## src/rtl/bce_pkg.sv

```systemverilog
// ----------------------------------------------------------------------------
// bce_pkg
// Shared types and constants of the bounded composition enumerator.
// ----------------------------------------------------------------------------
package bce_pkg;

  localparam int DEF_MAX_PARTS = 8;
  localparam int DEF_PART_BITS = 8;

  // sums of up to eight parts of up to 255 each
  localparam int SUM_W     = 11;
  localparam int CNT_W     = 4;
  localparam int CFG_W     = 64;
  localparam int CFG_IDX_W = 1;

  localparam logic [CFG_IDX_W-1:0] CFG_PART_COUNT  = 1'b0;
  localparam logic [CFG_IDX_W-1:0] CFG_PART_LIMITS = 1'b1;

  localparam logic [CNT_W-1:0] PART_COUNT_RST = 4'd8;

  localparam logic OP_START = 1'b0;
  localparam logic OP_NEXT  = 1'b1;

  typedef struct packed {
    logic             op;
    logic [SUM_W-1:0] target;
  } bce_cmd_t;

  typedef struct packed {
    logic busy;
    logic done;
    logic ok;
  } bce_stat_t;

endpackage

```

## src/rtl/bce_core.sv

```systemverilog
// ----------------------------------------------------------------------------
// bce_core
// Sequencer with one shared add/compare datapath that walks the parts one
// per cycle: greedy fill for start, carry scan then refill for next.
// ----------------------------------------------------------------------------
module bce_core #(
  parameter int MAX_PARTS = bce_pkg::DEF_MAX_PARTS,
  parameter int PART_BITS = bce_pkg::DEF_PART_BITS
) (
  input  logic                           clk_i,
  input  logic                           rst_ni,
  input  logic                           start_i,
  input  bce_pkg::bce_cmd_t              cmd_i,
  input  logic [bce_pkg::CNT_W-1:0]      count_i,
  input  logic [MAX_PARTS*PART_BITS-1:0] limits_i,
  input  logic                           ack_i,
  output bce_pkg::bce_stat_t             stat_o,
  output logic [MAX_PARTS*PART_BITS-1:0] parts_o
);
  import bce_pkg::*;

  localparam int IDX_W = $clog2(MAX_PARTS + 1);
  localparam int AW    = (MAX_PARTS > 1) ? $clog2(MAX_PARTS) : 1;

  localparam logic [1:0] ST_IDLE = 2'd0;
  localparam logic [1:0] ST_FILL = 2'd1;
  localparam logic [1:0] ST_SCAN = 2'd2;
  localparam logic [1:0] ST_DONE = 2'd3;

  logic [1:0]           state_q, state_d;
  logic [IDX_W-1:0]     idx_q, idx_d;
  logic [IDX_W-1:0]     end_q, end_d;
  logic [SUM_W-1:0]     amt_q, amt_d;
  logic [SUM_W-1:0]     prefix_q, prefix_d;
  logic [SUM_W-1:0]     lowcap_q, lowcap_d;
  logic                 op_q, op_d;
  logic                 ok_q, ok_d;
  logic [PART_BITS-1:0] parts_q [MAX_PARTS];

  logic [PART_BITS-1:0] lim_arr [MAX_PARTS];
  logic [IDX_W-1:0]     n_use;
  logic [PART_BITS-1:0] cur, lim;
  logic [SUM_W-1:0]     cur_w, lim_w, avail, inc, need, v, fill_v;
  logic                 need_pos, hit;
  logic                 wr_en, clr_hi, clr_all;
  logic [IDX_W-1:0]     wr_idx;
  logic [PART_BITS-1:0] wr_data;

  always_comb begin
    for (int i = 0; i < MAX_PARTS; i++) begin
      lim_arr[i] = limits_i[i*PART_BITS +: PART_BITS];
      parts_o[i*PART_BITS +: PART_BITS] = parts_q[i];
    end
  end

  assign n_use = (count_i > CNT_W'(MAX_PARTS)) ? IDX_W'(MAX_PARTS) : IDX_W'(count_i);

  // shared datapath
  assign cur      = parts_q[idx_q[AW-1:0]];
  assign lim      = lim_arr[idx_q[AW-1:0]];
  assign cur_w    = SUM_W'(cur);
  assign lim_w    = SUM_W'(lim);
  assign avail    = prefix_q + cur_w;
  assign inc      = cur_w + SUM_W'(1);
  assign need_pos = avail > lowcap_q;
  assign need     = avail - lowcap_q;
  assign v        = (need_pos && (need > inc)) ? need : inc;
  assign hit      = (cur_w < lim_w) && (v <= lim_w) && (v <= avail);
  assign fill_v   = (lim_w < amt_q) ? lim_w : amt_q;

  always_comb begin
    state_d  = state_q;
    idx_d    = idx_q;
    end_d    = end_q;
    amt_d    = amt_q;
    prefix_d = prefix_q;
    lowcap_d = lowcap_q;
    op_d     = op_q;
    ok_d     = ok_q;
    wr_en    = 1'b0;
    wr_idx   = idx_q;
    wr_data  = fill_v[PART_BITS-1:0];
    clr_hi   = 1'b0;
    clr_all  = 1'b0;
    case (state_q)
      ST_IDLE: begin
        if (start_i) begin
          clr_hi   = 1'b1;
          op_d     = cmd_i.op;
          idx_d    = '0;
          end_d    = n_use;
          amt_d    = cmd_i.target;
          prefix_d = '0;
          lowcap_d = '0;
          state_d  = (cmd_i.op == OP_START) ? ST_FILL : ST_SCAN;
        end
      end
      ST_FILL: begin
        if (idx_q == end_q) begin
          ok_d    = (op_q == OP_NEXT) || (amt_q == '0);
          state_d = ST_DONE;
        end else begin
          wr_en   = 1'b1;
          wr_data = fill_v[PART_BITS-1:0];
          amt_d   = amt_q - fill_v;
          idx_d   = idx_q + IDX_W'(1);
        end
      end
      ST_SCAN: begin
        if (idx_q == end_q) begin
          clr_all = 1'b1;
          ok_d    = 1'b0;
          state_d = ST_DONE;
        end else if (hit) begin
          wr_en   = 1'b1;
          wr_data = v[PART_BITS-1:0];
          amt_d   = avail - v;
          end_d   = idx_q;
          idx_d   = '0;
          state_d = ST_FILL;
        end else begin
          prefix_d = avail;
          lowcap_d = lowcap_q + lim_w;
          idx_d    = idx_q + IDX_W'(1);
        end
      end
      ST_DONE: begin
        if (ack_i) begin
          state_d = ST_IDLE;
        end
      end
      default: begin
        state_d = ST_IDLE;
      end
    endcase
  end

  always_ff @(posedge clk_i or negedge rst_ni) begin
    if (!rst_ni) begin
      state_q <= ST_IDLE;
      idx_q   <= '0;
      end_q   <= '0;
      op_q    <= OP_START;
      ok_q    <= 1'b0;
    end else begin
      state_q <= state_d;
      idx_q   <= idx_d;
      end_q   <= end_d;
      op_q    <= op_d;
      ok_q    <= ok_d;
    end
  end

  always_ff @(posedge clk_i) begin
    amt_q    <= amt_d;
    prefix_q <= prefix_d;
    lowcap_q <= lowcap_d;
  end

  always_ff @(posedge clk_i or negedge rst_ni) begin
    if (!rst_ni) begin
      for (int i = 0; i < MAX_PARTS; i++) begin
        parts_q[i] <= '0;
      end
    end else begin
      for (int i = 0; i < MAX_PARTS; i++) begin
        if (clr_all || (clr_hi && (IDX_W'(i) >= n_use))) begin
          parts_q[i] <= '0;
        end else if (wr_en && (wr_idx == IDX_W'(i))) begin
          parts_q[i] <= wr_data;
        end
      end
    end
  end

  assign stat_o.busy = (state_q != ST_IDLE);
  assign stat_o.done = (state_q == ST_DONE);
  assign stat_o.ok   = ok_q;

  a_start_when_idle: assert property (@(posedge clk_i) disable iff (!rst_ni)
    start_i |-> (state_q == ST_IDLE))
    else $error("start while core busy");

  a_idx_in_range: assert property (@(posedge clk_i) disable iff (!rst_ni)
    ((state_q == ST_FILL) || (state_q == ST_SCAN)) |-> (idx_q <= IDX_W'(MAX_PARTS)))
    else $error("part index out of range");

  a_exhaust_clears: assert property (@(posedge clk_i) disable iff (!rst_ni)
    ((state_q == ST_DONE) && (op_q == OP_NEXT) && !ok_q) |-> (parts_o == '0))
    else $error("exhausted sequence left nonzero parts");

endmodule

```

## src/rtl/bounded_composition_enumerator.sv

```systemverilog
// ----------------------------------------------------------------------------
// bounded_composition_enumerator
// Enumerates compositions of a total into parts with per-part limits.
// ----------------------------------------------------------------------------
// Input channel (in_valid_i / in_stall_o) carries operation_i and
// target_sum_i; an item is taken when valid is high and stall is low.
// Operation start greedily fills the parts; next steps them as a
// mixed-radix odometer to the next sequence with the same sum.
// Output channel (out_valid_o / out_stall_i) carries parts_o and ok_o,
// one result per item, held in an output register.
// One item at a time: one add/compare unit visits one part per cycle.
// Start visits each part in use (at most MAX_PARTS) once; next scans the
// parts upward for one it can step, then refills the parts below it; a new
// item is taken only once the core is idle again.
// A finished result waits in the output register while the next item is
// worked on; the core holds its result only if that register is still full.
// The configuration port (cfg_we_i, cfg_idx_i, cfg_data_i) writes part_count
// and part_limits; write only while no item is in flight.
// Reset zeroes the core's parts and all limits and sets part_count to 8.
// ----------------------------------------------------------------------------
module bounded_composition_enumerator #(
  parameter int MAX_PARTS = bce_pkg::DEF_MAX_PARTS,
  parameter int PART_BITS = bce_pkg::DEF_PART_BITS
) (
  input  logic                              clk_i,
  input  logic                              rst_ni,
  input  logic                              in_valid_i,
  output logic                              in_stall_o,
  input  logic                              operation_i,
  input  logic [bce_pkg::SUM_W-1:0]         target_sum_i,
  output logic                              out_valid_o,
  input  logic                              out_stall_i,
  output logic [MAX_PARTS*PART_BITS-1:0]    parts_o,
  output logic                              ok_o,
  input  logic                              cfg_we_i,
  input  logic [bce_pkg::CFG_IDX_W-1:0]     cfg_idx_i,
  input  logic [bce_pkg::CFG_W-1:0]         cfg_data_i
);
  import bce_pkg::*;

  logic [CNT_W-1:0]               count_q;
  logic [CFG_W-1:0]               limits_q;
  logic                           out_valid_q;
  logic [MAX_PARTS*PART_BITS-1:0] out_parts_q;
  logic                           out_ok_q;
  logic                           in_acc, ack;
  bce_cmd_t                       cmd;
  bce_stat_t                      stat;
  logic [MAX_PARTS*PART_BITS-1:0] core_parts;

  always_ff @(posedge clk_i or negedge rst_ni) begin
    if (!rst_ni) begin
      count_q  <= PART_COUNT_RST;
      limits_q <= '0;
    end else if (cfg_we_i) begin
      case (cfg_idx_i)
        CFG_PART_COUNT:  count_q  <= cfg_data_i[CNT_W-1:0];
        CFG_PART_LIMITS: limits_q <= cfg_data_i;
        default: begin
        end
      endcase
    end
  end

  assign in_stall_o = stat.busy;
  assign in_acc     = in_valid_i && !stat.busy;
  assign ack        = !out_valid_q || !out_stall_i;
  assign cmd.op     = operation_i;
  assign cmd.target = target_sum_i;

  bce_core #(
    .MAX_PARTS (MAX_PARTS),
    .PART_BITS (PART_BITS)
  ) u_core (
    .clk_i    (clk_i),
    .rst_ni   (rst_ni),
    .start_i  (in_acc),
    .cmd_i    (cmd),
    .count_i  (count_q),
    .limits_i (limits_q[MAX_PARTS*PART_BITS-1:0]),
    .ack_i    (ack),
    .stat_o   (stat),
    .parts_o  (core_parts)
  );

  always_ff @(posedge clk_i or negedge rst_ni) begin
    if (!rst_ni) begin
      out_valid_q <= 1'b0;
    end else if (stat.done && ack) begin
      out_valid_q <= 1'b1;
    end else if (!out_stall_i) begin
      out_valid_q <= 1'b0;
    end
  end

  always_ff @(posedge clk_i) begin
    if (stat.done && ack) begin
      out_parts_q <= core_parts;
      out_ok_q    <= stat.ok;
    end
  end

  assign out_valid_o = out_valid_q;
  assign parts_o     = out_parts_q;
  assign ok_o        = out_ok_q;

  a_result_loaded: assert property (@(posedge clk_i) disable iff (!rst_ni)
    (stat.done && ack) |=> (out_valid_q && (out_ok_q == $past(stat.ok))))
    else $error("finished result not loaded into output register");

  a_busy_after_accept: assert property (@(posedge clk_i) disable iff (!rst_ni)
    in_acc |=> stat.busy)
    else $error("core idle after item accepted");

  a_no_accept_pending: assert property (@(posedge clk_i) disable iff (!rst_ni)
    in_acc |-> !stat.done)
    else $error("item accepted while a result is pending");

endmodule
```

## config.mk

```make
export PLATFORM = sky130hd
export DESIGN_NAME = bounded_composition_enumerator
export DESIGN_NICKNAME = d
export VERILOG_FILES = /design/src/rtl/bce_pkg.sv /design/src/rtl/bce_core.sv /design/src/rtl/bounded_composition_enumerator.sv
export SDC_FILE = /design/constraint.sdc
export NUM_CORES = 1
export LEC_CHECK = 0
export BUFFER_PORTS_ARGS = -buffer_cell sky130_fd_sc_hd__buf_2
export CAP_MARGIN = 10
export CELL_PAD_IN_SITES_DETAIL_PLACEMENT = 2
export CELL_PAD_IN_SITES_GLOBAL_PLACEMENT = 2
export CORE_MARGIN = 10
export CORE_UTILIZATION = 41
export DETAILED_ROUTE_END_ITERATION = 6
export HOLD_SLACK_MARGIN = 0.03
export PLACE_DENSITY_LB_ADDON = 0.25
export SYNTH_ARGS = -nofsm -noshare
export SYNTH_HDL_FRONTEND = slang
export SYNTH_HIERARCHICAL = 1
export SYNTH_SLANG_ARGS = --single-unit
```

## constraint.sdc

```tcl
create_clock -name clk_i -period 15.7 [get_ports clk_i]
set_input_delay 3.14 -clock clk_i [delete_from_list [all_inputs] [get_ports clk_i]]
set_output_delay 3.14 -clock clk_i [all_outputs]
set_load 0.01 [all_outputs]
```

Word-level counts from Yosys, hierarchy flattened

Index checks and enable logic that the tools add are counted.

Reductions and logical operators: 58
Bitwise gates (word level): 2
Equality and inequality tests: 21
$lt $le $gt $ge: 16
Add/sub/neg operators: 7
Mux-type cells: 69

Operator list:

| cell                | number |
|---|---|
| $mux 8              | 23 |
| $mux 11             | 11 |
| $bmux 8 s3          | 2 |
| $pmux 11 s2         | 2 |
| $pmux 11 s3         | 1 |
| $sub 11x11->11      | 3 |
| $mux 4              | 8 |
| $add 11x8->11       | 2 |
| $gt 11x11->1        | 2 |
| $reduce_bool 2->1   | 11 |
| $logic_and 1x1->1   | 21 |
| $eq 4x3->1 const B  | 4 |
| $ge 3x4->1 const A  | 4 |
| $reduce_and 4->1    | 4 |
| $mux 2              | 6 |
| $pmux 4 s3          | 1 |
| $le 11x11->1        | 1 |
| $le 11x8->1         | 1 |
| $logic_not 11->1    | 1 |
| $lt 8x11->1         | 1 |
| $mux 1              | 11 |
| $logic_or 1x1->1    | 10 |
| $ne 2x2->1 const B  | 5 |
| $add 8x1->9 const B | 1 |
| other kinds (25)    | 37 |

Logic and storage cells: 194
Bits in registers: 243

Depth between registers and ports, before layout

Word-level depth: 18
Gate-level depth with buffers: 40
Mapped depth without buffers: 38

By module

The synthesis kept the hierarchy.

By module, submodules not included:

| module                         | cells each | times used | seq. area each (um^2) | area each (um^2) |
|---|---|---|---|---|
| bce_core                       | 1015       | 1          | 2892.8                | 9450.3 |
| bounded_composition_enumerator | 214        | 1          | 3679.8                | 4565.6 |

Worst setup path after synthesis

No wires, ideal clock.

Kind: flip-flop to flip-flop
Start: register u_core.idx_q[1]
End: register u_core.lowcap_q[0], enable pin
Setup slack: 7186 ps
Setup time: 401 ps
Arrival time: 8113 ps
Data required time: 15299 ps
Clock period less this slack: 8514 ps
Buffers on the path: 3
Stages on the path, launching flop included: 34
Cell sequence: dfrtp_1 -> buf_2 -> buf_2 -> mux4_2 -> mux2_2 -> ha_1 -> a21o_1 -> a21oi_1 -> o21ai_0 -> a21oi_1 -> o21ai_0 -> a21oi_1 -> nor2b_1 -> o21ai_0 -> xnor2_1 -> ha_1 -> clkbuf_1 -> and3_1 -> nor3b_1 -> a221oi_2 -> o211ai_1 -> o22ai_2 -> mux2i_1 -> inv_1 -> ha_1 -> nor2b_1 -> o31ai_1 -> a21oi_1 -> o41ai_1 -> nand2_1 -> nand2_1 -> or2_2 -> a21oi_1 -> nor2_1

Longest elaborated chain between the ends: 14
Elaborated cells on any way between the ends: 23
Those cells by class: add/sub (3); order compare (5); eq/ne (3); mux (7); bitwise (1); reduce/logical (4)

Ends and longest elaborated chain:

| item                                          | RTL line        | RTL |
|---|---|---|
| start: declaration                            | bce_core.sv:31  | `logic [IDX_W-1:0] idx_q, idx_d;` |
| start signal: assignment                      | bce_core.sv:147 | `idx_q <= idx_d;` |
| $not 3->4 (not written as such) (*)           | bce_core.sv:59  | `assign cur = parts_q[idx_q[AW-1:0]];` |
| $bmux 8 s3 (*)                                | bce_core.sv:59  |  |
| $mux 8 (not written as such) (*) (2 in a row) | bce_core.sv:59  |  |
| $add 11x8->11 (*)                             | bce_core.sv:63  | `assign avail = prefix_q + cur_w;` |
| via u_core.avail[9]                           | bce_core.sv:43  | `logic [SUM_W-1:0] cur_w, lim_w, avail, inc, need, v, fill_v;` |
| $sub 11x11->11                                | bce_core.sv:66  | `assign need = avail - lowcap_q;` |
| $gt 11x11->1                                  | bce_core.sv:67  | `assign v = (need_pos && (need > inc)) ? need : inc;` |
| $logic_and 1x1->1                             | bce_core.sv:67  |  |
| $mux 11                                       | bce_core.sv:67  |  |
| $le 11x8->1                                   | bce_core.sv:68  | `assign hit = (cur_w < lim_w) && (v <= lim_w) && (v <= avail);` |
| $logic_and 1x1->1                             | bce_core.sv:68  |  |
| $logic_and 1x1->1 (*)                         | bce_core.sv:68  |  |
| $ne 2x2->1 (no source line) (*)               | n/a             |  |
| $reduce_and 4->1 (no source line) (*)         | n/a             |  |
| end signal: assignment                        | bce_core.sv:157 | `lowcap_q <= lowcap_d;` |
| end: declaration                              | bce_core.sv:35  | `logic [SUM_W-1:0] lowcap_q, lowcap_d;` |

Mark *: on every way through the listed nets, which the timed path passes. The rest lies on a longest branch. The select of a mux whose other input is x is not followed.
A chain may end at the register's enable or synchronous reset.

Worst setup path after layout

Start: register u_core.idx_q[1]
End: register u_core.parts_q, in the netlist u_core/parts_o[0]

Longest elaborated chain between the ends: 17
Elaborated cells on any way between the ends: 37
Those cells by class: add/sub (3); order compare (6); eq/ne (1); mux (19); bitwise (1); reduce/logical (7)

Ends and longest elaborated chain:

| item                                                                | RTL line        | RTL |
|---|---|---|
| $not 3->4 (not written as such) (*)                                 | bce_core.sv:59  |  |
| $bmux 8 s3 (*)                                                      | bce_core.sv:59  |  |
| $mux 8 (not written as such) (*) (2 in a row)                       | bce_core.sv:59  |  |
| $add 11x8->11 (*)                                                   | bce_core.sv:63  |  |
| via u_core.avail[9]                                                 | bce_core.sv:43  |  |
| $sub 11x11->11                                                      | bce_core.sv:66  |  |
| $gt 11x11->1                                                        | bce_core.sv:67  |  |
| $logic_and 1x1->1                                                   | bce_core.sv:67  |  |
| $mux 11                                                             | bce_core.sv:67  |  |
| $le 11x8->1                                                         | bce_core.sv:68  |  |
| $logic_and 1x1->1 (2 in a row)                                      | bce_core.sv:68  |  |
| $mux 1 / $mux 8 (equally long branches)                             | bce_core.sv:114 | `end else if (hit) begin` |
| $mux 1 / $mux 8 (equally long branches)                             | bce_core.sv:110 | `if (idx_q == end_q) begin` |
| $pmux 1 s2 / $mux 8 (equally long branches)                         | n/a             |  |
| $logic_and 1x1->1 / $mux 8 (equally long branches)                  | bce_core.sv:169 | `end else if (wr_en && (wr_idx == IDX_W'(i))) begin` |
| $reduce_bool 2->1 (no source line) / $mux 8 (equally long branches) | n/a             |  |
| end signal: indexed assignment                                      | bce_core.sv:170 | `parts_q[i] <= wr_data;` |
| end: declaration                                                    | bce_core.sv:38  | `logic [PART_BITS-1:0] parts_q [MAX_PARTS];` |

Marked as above.

==> metrics.txt <==
run status finished, final reports clean; antenna violations before repair 2; leading cell type in the layout, fill and taps excluded buf_2; worst path required time 16.08 ns; clk sinks 243; CP top delay family compound AO/OA/AOI/OAI gates; final setup TNS 0 ns; largest net degree at the start of global routing 76; CP peak stage delay 1.02 ns; Synth Cell Area 14000 um2; number of fill cells 3428; Pre-Repair DR Iteration Count 6; Worst EP arrival 10.39 ns; Post-Synth Simple-Gate Area 0.0958; Final Hold Viols 0; register area 6580 um2; FF+latch count, synth 243; most frequent cells in the layout buf_2 (147), dfrtp_1 (141), nand2_1 (105); syn avg cell area 11.4 um2; Initial Util 0.417; DR vias 10800; Post-synth EDFFs 98; worst skew pair latency 0.56 ns; Setup Buffers After CTS 0; setup slack after layout 5.69 ns; fmax 99.9 MHz; Max Slew Vio Count 0; Total Routing Usage GR 0.232; worst hold path type reg -> reg; routability cong. 0.874; DRC Markers 0; Post-Place Setup Slack 5.84 ns; Synth Area in Compound Gates 0.141; Top FF cell, synth dfrtp_1; H-tree Lvls 1; Crit-path slowest cell dfrtp_2; Ys Warns 6; IO Port Bufs 148; Total Wirelength 49200 um; final setup vio count 0; CTS clk-pin slew, worst paths 0.06 ns; gate count after technology mapping 1229; CP bufs+invs 2; DR WL/cell 26.7 um; CTS tree done; layout cells sized above 1 0.259; main combinational cell family by area after synthesis multiplexers; Synth-to-Final Area Change 14.5%; area taken by multi-input logic gates 6820 um2; DRT antenna net count 0; post-synthesis mux area share 0.144; total CTS buffers 28; critical path class reg -> reg; Worst Setup Start Kind flip-flop; CTS resizes 0; vias in the first global route 12100; register area share after synthesis 0.469; Die Wd 205 um; Layout Skew 0.0172 ns; Die Y 205 um; first-pass GRT wire length 75800 um; Setup crit end kind flip-flop; Synth cell types 75; syn_nets 1400; RSZ-0062 raised after global routing false; Finished Layout Cells 1840; starting DRC count in detailed routing 638; Worst Path Max Fanout 35; clk buf depth 3; Ports 149; hpwl dp 36600 um; Max-slew headroom 0.297; Post-Synth XOR/XNOR Area 0.0231; CTS Root Cell clkbuf_16; adder-cell share of the synthesized area 0.0821; Vias/cell 5.89; core area 33600 um2; fin util 0.477; asr flop ratio synth 0.597; dpl cells 1787; Die Area 42000 um2; number of max-cap violations 0; Tightest Pin Transition 1.04 ns; min cycle time layout 10.01 ns; Overflow after GRT 0; hold_buf cts 0; Site Rows 67; Tcrit/Tclk final 0.637; Nets 1540; cell mode on critical path a21oi_1
==> layout make-up <==
cell class,count,share of cell area
inverter,88,0.0206
sequential,243,0.410
multi-input combinational,849,0.425
clock buffer,36,0.0481
antenna,1,0.000156
clock inverter,16,0.00951
timing repair buffer,159,0.0517
tap,448,0.0349
==> worst reg2reg max path, delay by kind of cell, from the launching register on <==
kind | cells | cell delay (ns)
DFF | 1 | 1.02
AOI/OAI and AO/OA | 14 | 3.93
muxes | 4 | 2.15
buffers and inverters | 2 | 0.31
and+or+nand+nor | 7 | 1.31
xor gates and xnor gates | 1 | 0.16
adders and majority gates | 3 | 0.98
==> synth_stat cells, drive strengths merged (8+ instances only) <==
cell type	number	share of area
o211ai	8	0.0043
mux2	93	0.075
clkbuf	21	0.0099
nand4	8	0.0040
mux4	34	0.055
nand2b	11	0.0049
a31oi	9	0.0045
nor2	57	0.015
nor3	16	0.0057
o22ai	40	0.019
nand2	106	0.029
o21ai	43	0.015
edfxtp	98	0.21
buf	28	0.011
o21a	9	0.0048
xor2	8	0.0050
inv	88	0.024
mux2i	20	0.014
nand3	18	0.0064
nor2b	17	0.0076
and2	22	0.0098
dfrtp	144	0.26
a21o	14	0.0075
ha	84	0.075
a211oi	38	0.021
xnor2	29	0.018
a21oi	82	0.029
==> path summary, 6_finish.rpt <==
check / from / to / slack, ns / cells past startpoint
max in group asynchronous: rst_ni / u_core/idx_q[1] / 11.52 / 2
hold reg to reg: u_core/parts_o[61] / parts_o[61] / 0.48 / 0
min in group asynchronous: rst_ni / u_core/parts_o[19] / 2.63 / 1
setup / recovery: u_core/idx_q[1] / u_core/parts_o[0] / 5.69 / 31
setup reg to reg: u_core/idx_q[1] / u_core/parts_o[0] / 5.69 / 31
hold / removal: u_core/parts_o[61] / parts_o[61] / 0.48 / 0
==> per-layer routing <==
| layer | vias up | GRT usage | share of wire | wire [um] |
|---|---|---|---|---|
| met5 | - | 0 | 0.00026 | 13 |
| met4 | 2 | 0.0606 | 0.025 | 1250 |
| met3 | 76 | 0.0374 | 0.049 | 2430 |
| met2 | 286 | 0.400 | 0.50 | 24500 |
| met1 | 5650 | 0.298 | 0.43 | 21000 |
| li1 | 4825 | - | - | - |
==> cell families (layout without fill, tap and decap cells) <==
logic type | after synthesis | after routing
adders and majority gates | 89 | 89
other | 0 | 1
muxes | 147 | 147
DFF | 243 | 243
and+or+nand+nor | 282 | 282
AOI/OAI and AO/OA | 294 | 294
buffers and inverters | 137 | 299
xor gates and xnor gates | 37 | 37
==> stage by stage <==
stage          instance area [um2]  hold WS (ns)
5_1_grt                      16000         0.497
3_3_place_gp                 15100         0.481
2_1_floorplan                14000         0.438
6_report                     16000         0.479
3_5_place_dp                 15100         0.468
4_1_cts                      16000         0.484
==> state kept, by name (all words and copies together) (netlist names) <==
| signal | count |
|---|---|
| u_core/amt_q | 11 |
| ok_o | 1 |
| u_core/prefix_q | 11 |
| out_valid_o | 1 |
| u_core/end_q | 4 |
| u_core/ok_q | 1 |
| u_core/lowcap_q | 11 |
| u_core/op_q | 1 |
| u_core/parts_o | 64 |
| limits_q | 64 |
| count_q | 4 |
| u_core/idx_q | 4 |
| u_core/state_q | 2 |
| parts_o | 64 |
Power is not shown: default switching activity piles up to over one toggle a cycle in this logic, so the estimate is an artifact.
